<file path="src/design/assert_macros.svh">
// Assertion macros used by the decoder top level.
// Concurrent checks compile away when SYNTHESIS is defined.
`ifndef ASSERT_MACROS_SVH
`define ASSERT_MACROS_SVH

`ifndef SYNTHESIS

// Property must hold on every clock edge out of reset.
`define ASSERT_ALWAYS(label, clk, rst_n, prop, msg) \
    label: assert property (@(posedge clk) disable iff (!rst_n) (prop)) else $error(msg);

// Antecedent in one cycle implies consequent in the next.
`define ASSERT_NEXT(label, clk, rst_n, ante, cons, msg) \
    label: assert property (@(posedge clk) disable iff (!rst_n) (ante) |=> (cons)) \
        else $error(msg);

`else

`define ASSERT_ALWAYS(label, clk, rst_n, prop, msg)
`define ASSERT_NEXT(label, clk, rst_n, ante, cons, msg)

`endif

`endif

</file>
<file path="src/design/dht11_etd_pkg.sv">
// Package for the single-wire sensor edge timing decoder.
// Status codes, register indexes, reset values and window compare helper.
package dht11_etd_pkg;

    localparam int CFG_W    = 16;
    localparam int TIME_W   = 32;
    localparam int STATUS_W = 3;

    localparam int RETRY_LIMIT_DEFAULT = 20;

    localparam logic [5:0] TOTAL_BITS = 6'd40;

    // Result status codes
    localparam logic [STATUS_W-1:0] ST_BUSY     = 3'd0;
    localparam logic [STATUS_W-1:0] ST_IDLE     = 3'd1;
    localparam logic [STATUS_W-1:0] ST_DONE     = 3'd2;
    localparam logic [STATUS_W-1:0] ST_ZERO     = 3'd3;
    localparam logic [STATUS_W-1:0] ST_NOSTART  = 3'd4;
    localparam logic [STATUS_W-1:0] ST_BADPULSE = 3'd5;
    localparam logic [STATUS_W-1:0] ST_CHECKSUM = 3'd6;

    // Input command codes (tuser)
    localparam logic FUNC_BEGIN = 1'b0;
    localparam logic FUNC_EDGE  = 1'b1;

    // Configuration register indexes
    typedef enum logic [2:0] {
        REG_START_MIN     = 3'd0,
        REG_START_MAX     = 3'd1,
        REG_BIT_LOW_MIN   = 3'd2,
        REG_BIT_LOW_MAX   = 3'd3,
        REG_ZERO_HIGH_MIN = 3'd4,
        REG_ZERO_HIGH_MAX = 3'd5,
        REG_ONE_HIGH_MIN  = 3'd6,
        REG_ONE_HIGH_MAX  = 3'd7
    } reg_index_t;

    localparam logic [CFG_W-1:0] START_MIN_RST     = 16'd60;
    localparam logic [CFG_W-1:0] START_MAX_RST     = 16'd100;
    localparam logic [CFG_W-1:0] BIT_LOW_MIN_RST   = 16'd30;
    localparam logic [CFG_W-1:0] BIT_LOW_MAX_RST   = 16'd70;
    localparam logic [CFG_W-1:0] ZERO_HIGH_MIN_RST = 16'd10;
    localparam logic [CFG_W-1:0] ZERO_HIGH_MAX_RST = 16'd45;
    localparam logic [CFG_W-1:0] ONE_HIGH_MIN_RST  = 16'd50;
    localparam logic [CFG_W-1:0] ONE_HIGH_MAX_RST  = 16'd90;

    // Strict window test: lo < v < hi
    function automatic logic in_window(input logic [TIME_W-1:0] v,
                                       input logic [CFG_W-1:0] lo,
                                       input logic [CFG_W-1:0] hi);
        logic [TIME_W-1:0] lo_x;
        logic [TIME_W-1:0] hi_x;
        lo_x = {{(TIME_W-CFG_W){1'b0}}, lo};
        hi_x = {{(TIME_W-CFG_W){1'b0}}, hi};
        return (v > lo_x) && (v < hi_x);
    endfunction

endpackage

</file>
<file path="src/design/dht11_edge_timing_decoder_unit.sv">
// Top level of the single-wire sensor edge timing decoder.
// Depends on dht11_etd_pkg and assert_macros.svh.
//
// An accepted word's result is registered and valid in the cycle after acceptance.
// Throughput: one word per cycle unless the output stalls; each word is decoded by
// compares and one byte sum between the input handshake and the output register.
// Reset: asynchronous, active low; clears decode state, output valid and
// restores the default window registers. The data byte store is not reset.
`include "assert_macros.svh"

module dht11_edge_timing_decoder_unit
    import dht11_etd_pkg::*;
#(
    parameter int RETRY_LIMIT = RETRY_LIMIT_DEFAULT
)
(
    input  logic        clk,
    input  logic        rst_n,
    // configuration write port
    input  logic        cfg_we,
    input  logic [2:0]  cfg_index,
    input  logic [15:0] cfg_data,
    // input stream
    input  logic        s_tvalid,
    output logic        s_tready,
    input  logic [31:0] s_tdata,   // [31:0] edge_time
    input  logic        s_tuser,   // [0] func
    // result stream
    output logic        m_tvalid,
    input  logic        m_tready,
    output logic [31:0] m_tdata,   // [15:0] humidity_word, [31:16] temperature_word
    output logic [2:0]  m_tuser    // [2:0] status
);

    localparam logic [7:0] RETRY_MAX = 8'(RETRY_LIMIT);

    // configuration
    logic [CFG_W-1:0] start_min_reg, start_max_reg;
    logic [CFG_W-1:0] bit_low_min_reg, bit_low_max_reg;
    logic [CFG_W-1:0] zero_high_min_reg, zero_high_max_reg;
    logic [CFG_W-1:0] one_high_min_reg, one_high_max_reg;

    // decode state
    logic              active_reg, active_next;
    logic              start_found_reg, start_found_next;
    logic [TIME_W-1:0] last_time_reg, last_time_next;
    logic [TIME_W-1:0] held_low_reg, held_low_next;
    logic [7:0]        shift_byte_reg, shift_byte_next;
    logic [5:0]        bit_count_reg, bit_count_next;
    logic [7:0]        retry_count_reg, retry_count_next;
    logic [7:0]        data_bytes [4];

    logic              byte_we;
    logic [1:0]        byte_addr;

    // output register
    logic                m_tvalid_reg;
    logic [STATUS_W-1:0] status_reg, status_next;
    logic [15:0]         hum_reg, hum_next;
    logic [15:0]         tmp_reg, tmp_next;

    logic              accept;
    logic [TIME_W-1:0] dur;
    logic [7:0]        retry_inc;
    logic              low_ok;
    logic              is_zero;
    logic              is_one;
    logic [7:0]        shift_new;
    logic [5:0]        count_new;
    logic [7:0]        byte_sum;

    assign s_tready = !m_tvalid_reg || m_tready;
    assign accept   = s_tvalid && s_tready;

    assign dur       = s_tdata - last_time_reg;
    assign retry_inc = retry_count_reg + 8'd1;
    assign low_ok    = in_window(held_low_reg, bit_low_min_reg, bit_low_max_reg);
    assign is_zero   = low_ok && in_window(dur, zero_high_min_reg, zero_high_max_reg);
    assign is_one    = low_ok && in_window(dur, one_high_min_reg, one_high_max_reg);
    assign shift_new = {shift_byte_reg[6:0], !is_zero};
    assign count_new = bit_count_reg + 6'd1;
    assign byte_sum  = data_bytes[0] + data_bytes[1] + data_bytes[2] + data_bytes[3];

    always_comb
    begin
        active_next      = active_reg;
        start_found_next = start_found_reg;
        last_time_next   = last_time_reg;
        held_low_next    = held_low_reg;
        shift_byte_next  = shift_byte_reg;
        bit_count_next   = bit_count_reg;
        retry_count_next = retry_count_reg;
        byte_we          = 1'b0;
        byte_addr        = 2'(count_new[5:3] - 3'd1);
        status_next      = ST_BUSY;
        hum_next         = '0;
        tmp_next         = '0;

        if (s_tuser == FUNC_BEGIN)
        begin
            active_next      = 1'b1;
            start_found_next = 1'b0;
            last_time_next   = '0;
            held_low_next    = '0;
            shift_byte_next  = '0;
            bit_count_next   = '0;
            retry_count_next = '0;
        end
        else if (!active_reg)
        begin
            status_next = ST_IDLE;
        end
        else if (dur == '0)
        begin
            active_next = 1'b0;
            status_next = ST_ZERO;
        end
        else
        begin
            last_time_next = s_tdata;
            if (!start_found_reg)
            begin
                if (in_window(held_low_reg, start_min_reg, start_max_reg)
                    && in_window(dur, start_min_reg, start_max_reg))
                begin
                    start_found_next = 1'b1;
                    held_low_next    = '0;
                end
                else
                begin
                    held_low_next    = dur;
                    retry_count_next = retry_inc;
                    if (retry_inc >= RETRY_MAX)
                    begin
                        active_next = 1'b0;
                        status_next = ST_NOSTART;
                    end
                end
            end
            else if (held_low_reg == '0)
            begin
                held_low_next = dur;
            end
            else if (!is_zero && !is_one)
            begin
                active_next = 1'b0;
                status_next = ST_BADPULSE;
            end
            else
            begin
                held_low_next   = '0;
                shift_byte_next = shift_new;
                bit_count_next  = count_new;
                if (count_new < TOTAL_BITS)
                begin
                    // byte boundary: store the finished byte
                    if (count_new[2:0] == 3'd0)
                    begin
                        byte_we         = 1'b1;
                        shift_byte_next = '0;
                    end
                end
                else
                begin
                    active_next = 1'b0;
                    if (byte_sum != shift_new)
                    begin
                        status_next = ST_CHECKSUM;
                    end
                    else
                    begin
                        status_next = ST_DONE;
                        hum_next    = {data_bytes[0], data_bytes[1]};
                        tmp_next    = {data_bytes[2], data_bytes[3]};
                    end
                end
            end
        end
    end

    always_ff @(posedge clk or negedge rst_n)
    begin
        if (!rst_n)
        begin
            start_min_reg     <= START_MIN_RST;
            start_max_reg     <= START_MAX_RST;
            bit_low_min_reg   <= BIT_LOW_MIN_RST;
            bit_low_max_reg   <= BIT_LOW_MAX_RST;
            zero_high_min_reg <= ZERO_HIGH_MIN_RST;
            zero_high_max_reg <= ZERO_HIGH_MAX_RST;
            one_high_min_reg  <= ONE_HIGH_MIN_RST;
            one_high_max_reg  <= ONE_HIGH_MAX_RST;
        end
        else if (cfg_we)
        begin
            case (reg_index_t'(cfg_index))
                REG_START_MIN:     start_min_reg     <= cfg_data;
                REG_START_MAX:     start_max_reg     <= cfg_data;
                REG_BIT_LOW_MIN:   bit_low_min_reg   <= cfg_data;
                REG_BIT_LOW_MAX:   bit_low_max_reg   <= cfg_data;
                REG_ZERO_HIGH_MIN: zero_high_min_reg <= cfg_data;
                REG_ZERO_HIGH_MAX: zero_high_max_reg <= cfg_data;
                REG_ONE_HIGH_MIN:  one_high_min_reg  <= cfg_data;
                REG_ONE_HIGH_MAX:  one_high_max_reg  <= cfg_data;
                default:           start_min_reg     <= start_min_reg;
            endcase
        end
    end

    always_ff @(posedge clk or negedge rst_n)
    begin
        if (!rst_n)
        begin
            active_reg      <= 1'b0;
            start_found_reg <= 1'b0;
            last_time_reg   <= '0;
            held_low_reg    <= '0;
            shift_byte_reg  <= '0;
            bit_count_reg   <= '0;
            retry_count_reg <= '0;
            m_tvalid_reg    <= 1'b0;
        end
        else
        begin
            if (accept)
            begin
                active_reg      <= active_next;
                start_found_reg <= start_found_next;
                last_time_reg   <= last_time_next;
                held_low_reg    <= held_low_next;
                shift_byte_reg  <= shift_byte_next;
                bit_count_reg   <= bit_count_next;
                retry_count_reg <= retry_count_next;
                m_tvalid_reg    <= 1'b1;
            end
            else if (m_tready)
            begin
                m_tvalid_reg <= 1'b0;
            end
        end
    end

    // result payload and byte store carry no reset
    always_ff @(posedge clk)
    begin
        if (accept)
        begin
            status_reg <= status_next;
            hum_reg    <= hum_next;
            tmp_reg    <= tmp_next;
            if (byte_we)
            begin
                data_bytes[byte_addr] <= shift_new;
            end
        end
    end

    assign m_tvalid = m_tvalid_reg;
    assign m_tuser  = status_reg;
    assign m_tdata  = {tmp_reg, hum_reg};

    `ASSERT_ALWAYS(a_bit_count_range, clk, rst_n, bit_count_reg <= TOTAL_BITS,
        "bit count past frame length")
    `ASSERT_ALWAYS(a_found_below_limit, clk, rst_n,
        !start_found_reg || (retry_count_reg < RETRY_MAX),
        "start found with retries exhausted")
    `ASSERT_ALWAYS(a_shift_clear_on_boundary, clk, rst_n,
        !((bit_count_reg[2:0] == 3'd0) && (bit_count_reg < TOTAL_BITS))
            || (shift_byte_reg == 8'd0),
        "shift byte not cleared at byte boundary")
    `ASSERT_NEXT(a_begin_busy, clk, rst_n, accept && (s_tuser == FUNC_BEGIN),
        m_tvalid && (m_tuser == ST_BUSY) && active_reg,
        "begin word did not give busy result")
    `ASSERT_ALWAYS(a_payload_zero_unless_done, clk, rst_n,
        !m_tvalid || (m_tuser == ST_DONE) || (m_tdata == 32'd0),
        "payload set without done status")

endmodule
</file>
<file path="config.mk">
export PLATFORM = sky130hd
export DESIGN_NAME = dht11_edge_timing_decoder_unit
export DESIGN_NICKNAME = d
export VERILOG_FILES = /design/src/design/dht11_etd_pkg.sv /design/src/design/dht11_edge_timing_decoder_unit.sv
export VERILOG_INCLUDE_DIRS = /design/src /design/src/design
export SDC_FILE = /design/constraint.sdc
export NUM_CORES = 1
export LEC_CHECK = 0
export CORE_MARGIN = 3
export CORE_UTILIZATION = 35
export CTS_CLUSTER_SIZE = 24
export DETAILED_ROUTE_END_ITERATION = 10
export DONT_BUFFER_PORTS = 1
export PLACE_DENSITY = 0.56
export RECOVER_POWER = 25
export REMOVE_ABC_BUFFERS = 1
export SYNTH_ARGS = -nofsm -noshare
export SYNTH_HDL_FRONTEND = slang
export SYNTH_SLANG_ARGS = --single-unit
</file>
<file path="constraint.sdc">
create_clock -name clk -period 5.78 [get_ports clk]
set_input_delay 0.578 -clock clk [delete_from_list [all_inputs] [get_ports clk]]
set_output_delay 0.578 -clock clk [all_outputs]
set_load 0.05 [all_outputs]
</file>
## Yosys cells after proc, flatten, opt, wreduce, memory -nomap -nowiden

Memory sizes are Yosys's and may differ from the RTL's.
Index checks and enable logic that the tools add are counted.

- Bits in writable memories: 32
- Memories: 1
- Register bits after elaboration: 251
- Latch bits: 0
- Bits of input ports: 57
- Word-level logic and storage cells: 159
- Output and inout port bits: 37
- ROM bits: 0

Memory list:

| memory | words | bits a word | read ports | clocked after Yosys merged registers in | wr ports | RTL line | text |
|---|---|---|---|---|---|---|---|
| data_bytes | 4 | 8 | 4 | 0 | 1 | dht11_edge_timing_decoder_unit.sv:51 | `logic [7:0] data_bytes [4];` |

- Div/mod/pow operators: 0
- Shift operators: 0
- Magnitude comparators: 12
- Multiplexer cells: 65
- Add/subtract/negate cells: 7
- Eq/ne operators: 16
- Bitwise gates (word level): 3
- Reduce and logical (&&, ||, !) cells: 34
- Multiply operators: 0

Operator list:

| cell | count |
|---|---|
| 32-bit two-way mux | 10 |
| 32-bit by 16-bit > comparator with 1-bit output | 5 |
| 32-bit by 16-bit less-than comparator with 1-bit output | 5 |
| 32-bit zero test | 2 |
| 7-bit two-way mux | 8 |
| 8-bit two-way mux | 5 |
| 6-bit two-way mux | 6 |
| 32-bit subtractor | 1 |
| 1-bit two-way mux | 28 |
| 8-bit adder | 3 |
| 3-bit two-way mux | 7 |
| 2-bit AND reduction | 9 |
| 3-bit equality test (second input constant) | 4 |
| 1-bit logical AND | 10 |
| 2-bit != test (second input constant) | 5 |
| 8-bit by 1-bit adder with 8-bit output (second input constant) | 1 |
| 8-bit by 5-bit >= comparator with 1-bit output (second input constant) | 1 |
| 8-bit != test | 1 |
| 8-bit OR reduction | 1 |
| 6-bit by 1-bit adder with 6-bit output (second input constant) | 1 |
| 3-bit by 2-bit equality test with 1-bit output (second input constant) | 2 |
| 3-bit zero test | 2 |
| 6-bit less-than comparator (second input constant) | 1 |
| 6-bit AND reduction | 1 |
| 13 further kinds | 18 |

## Depth between registers and ports, before layout

- Word-level depth: 15
- Mapped depth: 22

## Worst setup path before layout

OpenSTA, ideal clock, no wires.

- Path type: input-to-reg
- Start point: input port s_tdata[0]
- End point: memory data_bytes[0][0], enable pin
- Slack: 0.153 ns
- Arrival time: 5.233 ns
- Buffers on the path: 0
- Cell stages on the path: 19
- Path through: inv_1 ha_1 inv_1 fa_1 a21o_1 a221o_2 o2bb2ai_1 or2_2 xor2_1 ha_1 and4_1 nand2_1 o21ai_0 or3_1 a311oi_1 a41oi_1 nor2b_1 nand4_1 nor4_1

- Longest elaborated chain between the ends: 15

RTL lines:

| what | RTL line | text |
|---|---|---|
| start, declared | dht11_edge_timing_decoder_unit.sv:26 | `input logic [31:0] s_tdata,` |
| 32-bit subtractor * | dht11_edge_timing_decoder_unit.sv:75 | `assign dur = s_tdata - last_time_reg;` |
| 32-bit by 16-bit > comparator with 1-bit output / 32-bit by 16-bit less-than comparator with 1-bit output (equally long branches) | dht11_etd_pkg.sv:55 | `return (v > lo_x) && (v < hi_x);` |
| 1-bit logical AND | dht11_etd_pkg.sv:55 |  |
| 1-bit logical AND (on tied branches) | dht11_edge_timing_decoder_unit.sv:78, dht11_edge_timing_decoder_unit.sv:79 |  |
| 1-bit zero test | dht11_edge_timing_decoder_unit.sv:144 | `else if (!is_zero && !is_one)` |
| 1-bit logical AND | dht11_edge_timing_decoder_unit.sv:144 |  |
| 1-bit two-way mux | dht11_edge_timing_decoder_unit.sv:144 |  |
| 1-bit two-way mux | dht11_edge_timing_decoder_unit.sv:140 | `else if (held_low_reg == '0)` |
| 1-bit two-way mux | dht11_edge_timing_decoder_unit.sv:121 | `if (!start_found_reg)` |
| 1-bit two-way mux * | dht11_edge_timing_decoder_unit.sv:113 | `else if (dur == '0)` |
| 1-bit two-way mux * | dht11_edge_timing_decoder_unit.sv:109 | `else if (!active_reg)` |
| 1-bit two-way mux * | dht11_edge_timing_decoder_unit.sv:99 | `if (s_tuser == FUNC_BEGIN)` |
| 1-bit two-way mux * | dht11_edge_timing_decoder_unit.sv:251 | `if (byte_we)` |
| 1-bit two-way mux * | dht11_edge_timing_decoder_unit.sv:246 | `if (accept)` |
| 1-bit two-way mux (implied by the code) * | dht11_edge_timing_decoder_unit.sv:253 | `data_bytes[byte_addr] <= shift_new;` |
| end, declared | dht11_edge_timing_decoder_unit.sv:51 |  |

Every way passes the cells marked *; elsewhere a longest branch is shown, timed or not.

## Worst setup path in the final report

- Start point: register last_time_reg[11]
- End point: register held_low_reg[28]

- Longest elaborated chain between the ends: 9

RTL lines:

| what | RTL line | text |
|---|---|---|
| start, declared | dht11_edge_timing_decoder_unit.sv:46 | `logic [TIME_W-1:0] last_time_reg, last_time_next;` |
| start signal, assigned | dht11_edge_timing_decoder_unit.sv:229 | `last_time_reg <= last_time_next;` |
| 32-bit subtractor * | dht11_edge_timing_decoder_unit.sv:75 |  |
| 32-bit by 16-bit > comparator with 1-bit output / 32-bit by 16-bit less-than comparator with 1-bit output (equally long branches) | dht11_etd_pkg.sv:55 |  |
| 1-bit logical AND | dht11_etd_pkg.sv:55 |  |
| 1-bit logical AND | dht11_edge_timing_decoder_unit.sv:124 | `&& in_window(dur, start_min_reg, start_max_reg))` |
| 32-bit two-way mux | dht11_edge_timing_decoder_unit.sv:123 | `if (in_window(held_low_reg, start_min_reg, start_max_reg)` |
| 32-bit two-way mux | dht11_edge_timing_decoder_unit.sv:121 |  |
| 32-bit two-way mux | dht11_edge_timing_decoder_unit.sv:113 |  |
| 32-bit two-way mux | dht11_edge_timing_decoder_unit.sv:109 |  |
| 32-bit two-way mux | dht11_edge_timing_decoder_unit.sv:99 |  |
| end signal, assigned | dht11_edge_timing_decoder_unit.sv:230 | `held_low_reg <= held_low_next;` |
| end, declared | dht11_edge_timing_decoder_unit.sv:47 | `logic [TIME_W-1:0] held_low_reg, held_low_next;` |

Every way passes the cells marked *; elsewhere a longest branch is shown, timed or not. The select of a mux whose other input is x is not followed.
A chain may end at the register's enable or synchronous reset.

==> results.md <==
* Avg WL per Cell at 18.95 um
* Sequential fraction of the synthesis area at 0.4296
* Maximum VDD drop at 0.0002454 V
* Antenna Cells at 0
* Drt total wl at 45200 um
* Largest net degree at the start of global routing at 217
* Detailed-route DRC error count at 0
* Layout area overhead at 12.88%
* Total GRT Usage at 0.1741
* Req. time, crit path at 6.20 ns
* Comb pwr share at 0.367
* Initial antenna violation count at 0
* Unrepaired setup endpoints after global routing: false
* Ys flop type: dfrtp_1
* Initial drt markers at 597
* Pleak at 8.825 nW
* WP data arrival at 5.87 ns
* Commonest non-fill, non-tap cell in the layout: ha_1
* Max Freq at 183.4 MHz
* Layout Nets at 1969
* Synthesis warning total at 0
* TritonCTS Sinks at 283
* Die W at 228.6 um
* Design area at 0.01958 mm2
* CTS tree: done
* Clock power frac at 0.290
* Worst hold stages at 1
* Placed wire-length estimate at 33450 um
* Mean post-synth cell area at 10.39 um2
* Io pins at 94
* First-pass GRT wire length at 72940 um
* Vias per cell at 5.295
* Post-synthesis cell area at 0.01735 mm2
* Share of post-route cells with drive strength above 1 at 0.1313
* CP Launch Type: flip-flop
* Netlist cell types at 81
* Critical Path End Type: flip-flop
* Setup CP Type: reg -> reg
* EDFF count, synth at 67
* Post-route ant nets at 0
* Die area at 0.05226 mm2
* Tmin final at 5.451 ns
* Net Switching at 0.002867 W
* Total gr overflow at 0
* Slew headroom at -1.025
* Commonest cells after routing, fill and taps aside: ha_1 (197), dfrtp_1 (189), inv_1 (167)
* H-tree depth at 2
* Rows at 80
* Final setup fails at 0
* Chip Height at 228.6 um
* Area of the multi-input gates at 0.009136 mm2
* Worst min-delay path class: in -> reg
* Initial Util at 0.3588
* Clock Path Buffers at 3
* Status: finished with violations
* Final hold viol count at 0
* Crit Path Max Fanout at 32
* Total Power at 0.007926 W
* Post-synthesis cell count at 1669
* Pins Over Slew Limit at 217
* Internal power at 0.005059 W
* Final period util at 0.9432
* Root buffer cell: clkbuf_16
* Setup Skew at 0.02073 ns
* # fillers at 4688
* Vias at 12630
* Worst slew pin tran at 3.038 ns
* Core Box Area at 0.04835 mm2
* Number of global-route vias before repair at 13030
* Sequential cell area at 0.007451 mm2
* PwrDens at 404.8 mW/mm2
* Max-cap violations at 1
* RePlAce Congestion at 0.9175
* Violated checks: max-capacitance violations, max-slew violations
* Sw Ratio at 0.3617
* Buffers on Ports at 0
* Clock latency on the worst-skew pair at 0.55 ns
* Reg2reg path depth at 20
* Drt pass-1 iters at 5
* CTS Buf Count at 37
* Synthesis-stage register bit count at 283
* Post-synth ARST share at 0.7633
* Dpl cell area at 0.01834 mm2
* Sequential power share at 0.342
* Clk slew on worst S/H paths at 0.05 ns
## critical path: stages, from the launching register on
cell and delay, ns:
dfrtp_1 0.34, inv_1 0.04, ha_1 0.41, nand2_1 0.15, nor2_1 0.47, nand2_1 0.11
o21ai_0 0.41, xor2_1 0.42, ha_1 0.33, and4_1 0.22, nand2_1 0.07, o21ai_0 0.07
or3_1 0.30, a311oi_1 0.30, buf_4 0.18, a41oi_1 0.08, or4b_4 0.56, a211oi_2 0.30
o21ai_2 0.10, buf_12 0.20, a22o_1 0.25
## timing repair
item,4_1_cts,5_1_grt
endpoints found under the setup margin,0,109
endpoints found under the hold margin,216,0
hold buffers,1,0
resized for setup,0,6
setup buffers,0,1
## synthesized netlist by cell type (25+ instances only)
| cell | count | area share |
|---|---|---|
| a21o_1 | 49 | 0.021 |
| a21oi_1 | 79 | 0.023 |
| a22o_1 | 63 | 0.032 |
| and2_1 | 38 | 0.014 |
| clkbuf_1 | 37 | 0.0080 |
| dfrtp_1 | 189 | 0.27 |
| dfstp_2 | 27 | 0.041 |
| edfxtp_1 | 67 | 0.12 |
| ha_1 | 197 | 0.14 |
| inv_1 | 167 | 0.036 |
| mux2_2 | 69 | 0.045 |
| nand2_1 | 132 | 0.029 |
| nand4_1 | 32 | 0.012 |
| nor2_1 | 54 | 0.012 |
| nor4_1 | 26 | 0.0094 |
| o21ai_0 | 124 | 0.036 |
| xnor2_1 | 25 | 0.013 |
## layout make-up
type,instances,area share
Inverter,167,0.03201
Clock inverter,21,0.01029
Clock buffer,47,0.05176
Tap cell,656,0.04192
Timing Repair Buffer,41,0.01687
Multi-Input combinational cell,1170,0.4666
Sequential cell,283,0.3805
## routing by layer
metal  track usage  part of all wire  vias to the layer above
met4       0.05624             0.025                        0
met2        0.2903              0.47                      235
met1        0.2335              0.47                     6194
li1              -                 -                     6131
met3       0.02517             0.039                       69
met5             0                 0                        -
## final timing paths
check | end | slack (ns) | from
max in group asynchronous | retry_count_reg[4]$_DFFE_PN0P_ | 2.88 | rst_n
min | m_tvalid$_DFFE_PN0P_ | 0.13 | s_tvalid
max reg2reg | held_low_reg[28]$_DFFE_PN0P_ | 0.33 | last_time_reg[11]$_DFFE_PN0P_
min in group asynchronous | last_time_reg[2]$_DFFE_PN0P_ | 0.96 | rst_n
max | held_low_reg[28]$_DFFE_PN0P_ | 0.33 | last_time_reg[11]$_DFFE_PN0P_
min reg2reg | last_time_reg[6]$_DFFE_PN0P_ | 0.49 | last_time_reg[6]$_DFFE_PN0P_
## power groups by stage
stage          sequential [W]  clock (W)  combinational [W]
2_1_floorplan         0.00264          0            0.00204
3_3_place_gp          0.00274          0            0.00277
6_report              0.00271    0.00230            0.00291
3_5_place_dp          0.00274          0            0.00285
5_1_grt               0.00275    0.00246            0.00331
4_1_cts               0.00271    0.00238            0.00291
## cell families after synthesis
logic type	share of synthesized area
compound gates	0.1693
simple gates	0.1230
mux	0.04602
xor+xnor	0.02373
buf+inv	0.04898
fa+ha+maj	0.1594
flops	0.4296
## per-stage QoR
stage,utilization,TNS (ns),cells,hold WS (ns),setup WS [ns]
floorplan,-,-16.12,1620,0.2824,-0.5036
global placement,0.3792,-1.981,2315,0.2990,-0.05798
detailed placement,0.3792,-1.841,2315,0.2881,-0.08309
CTS,0.4049,0,2384,0.08398,0.1720
global route,0.4050,0,2385,0.1064,0.008270
finish,0.4050,0,2385,0.1302,0.3285
(Power assumes the default switching activity.)
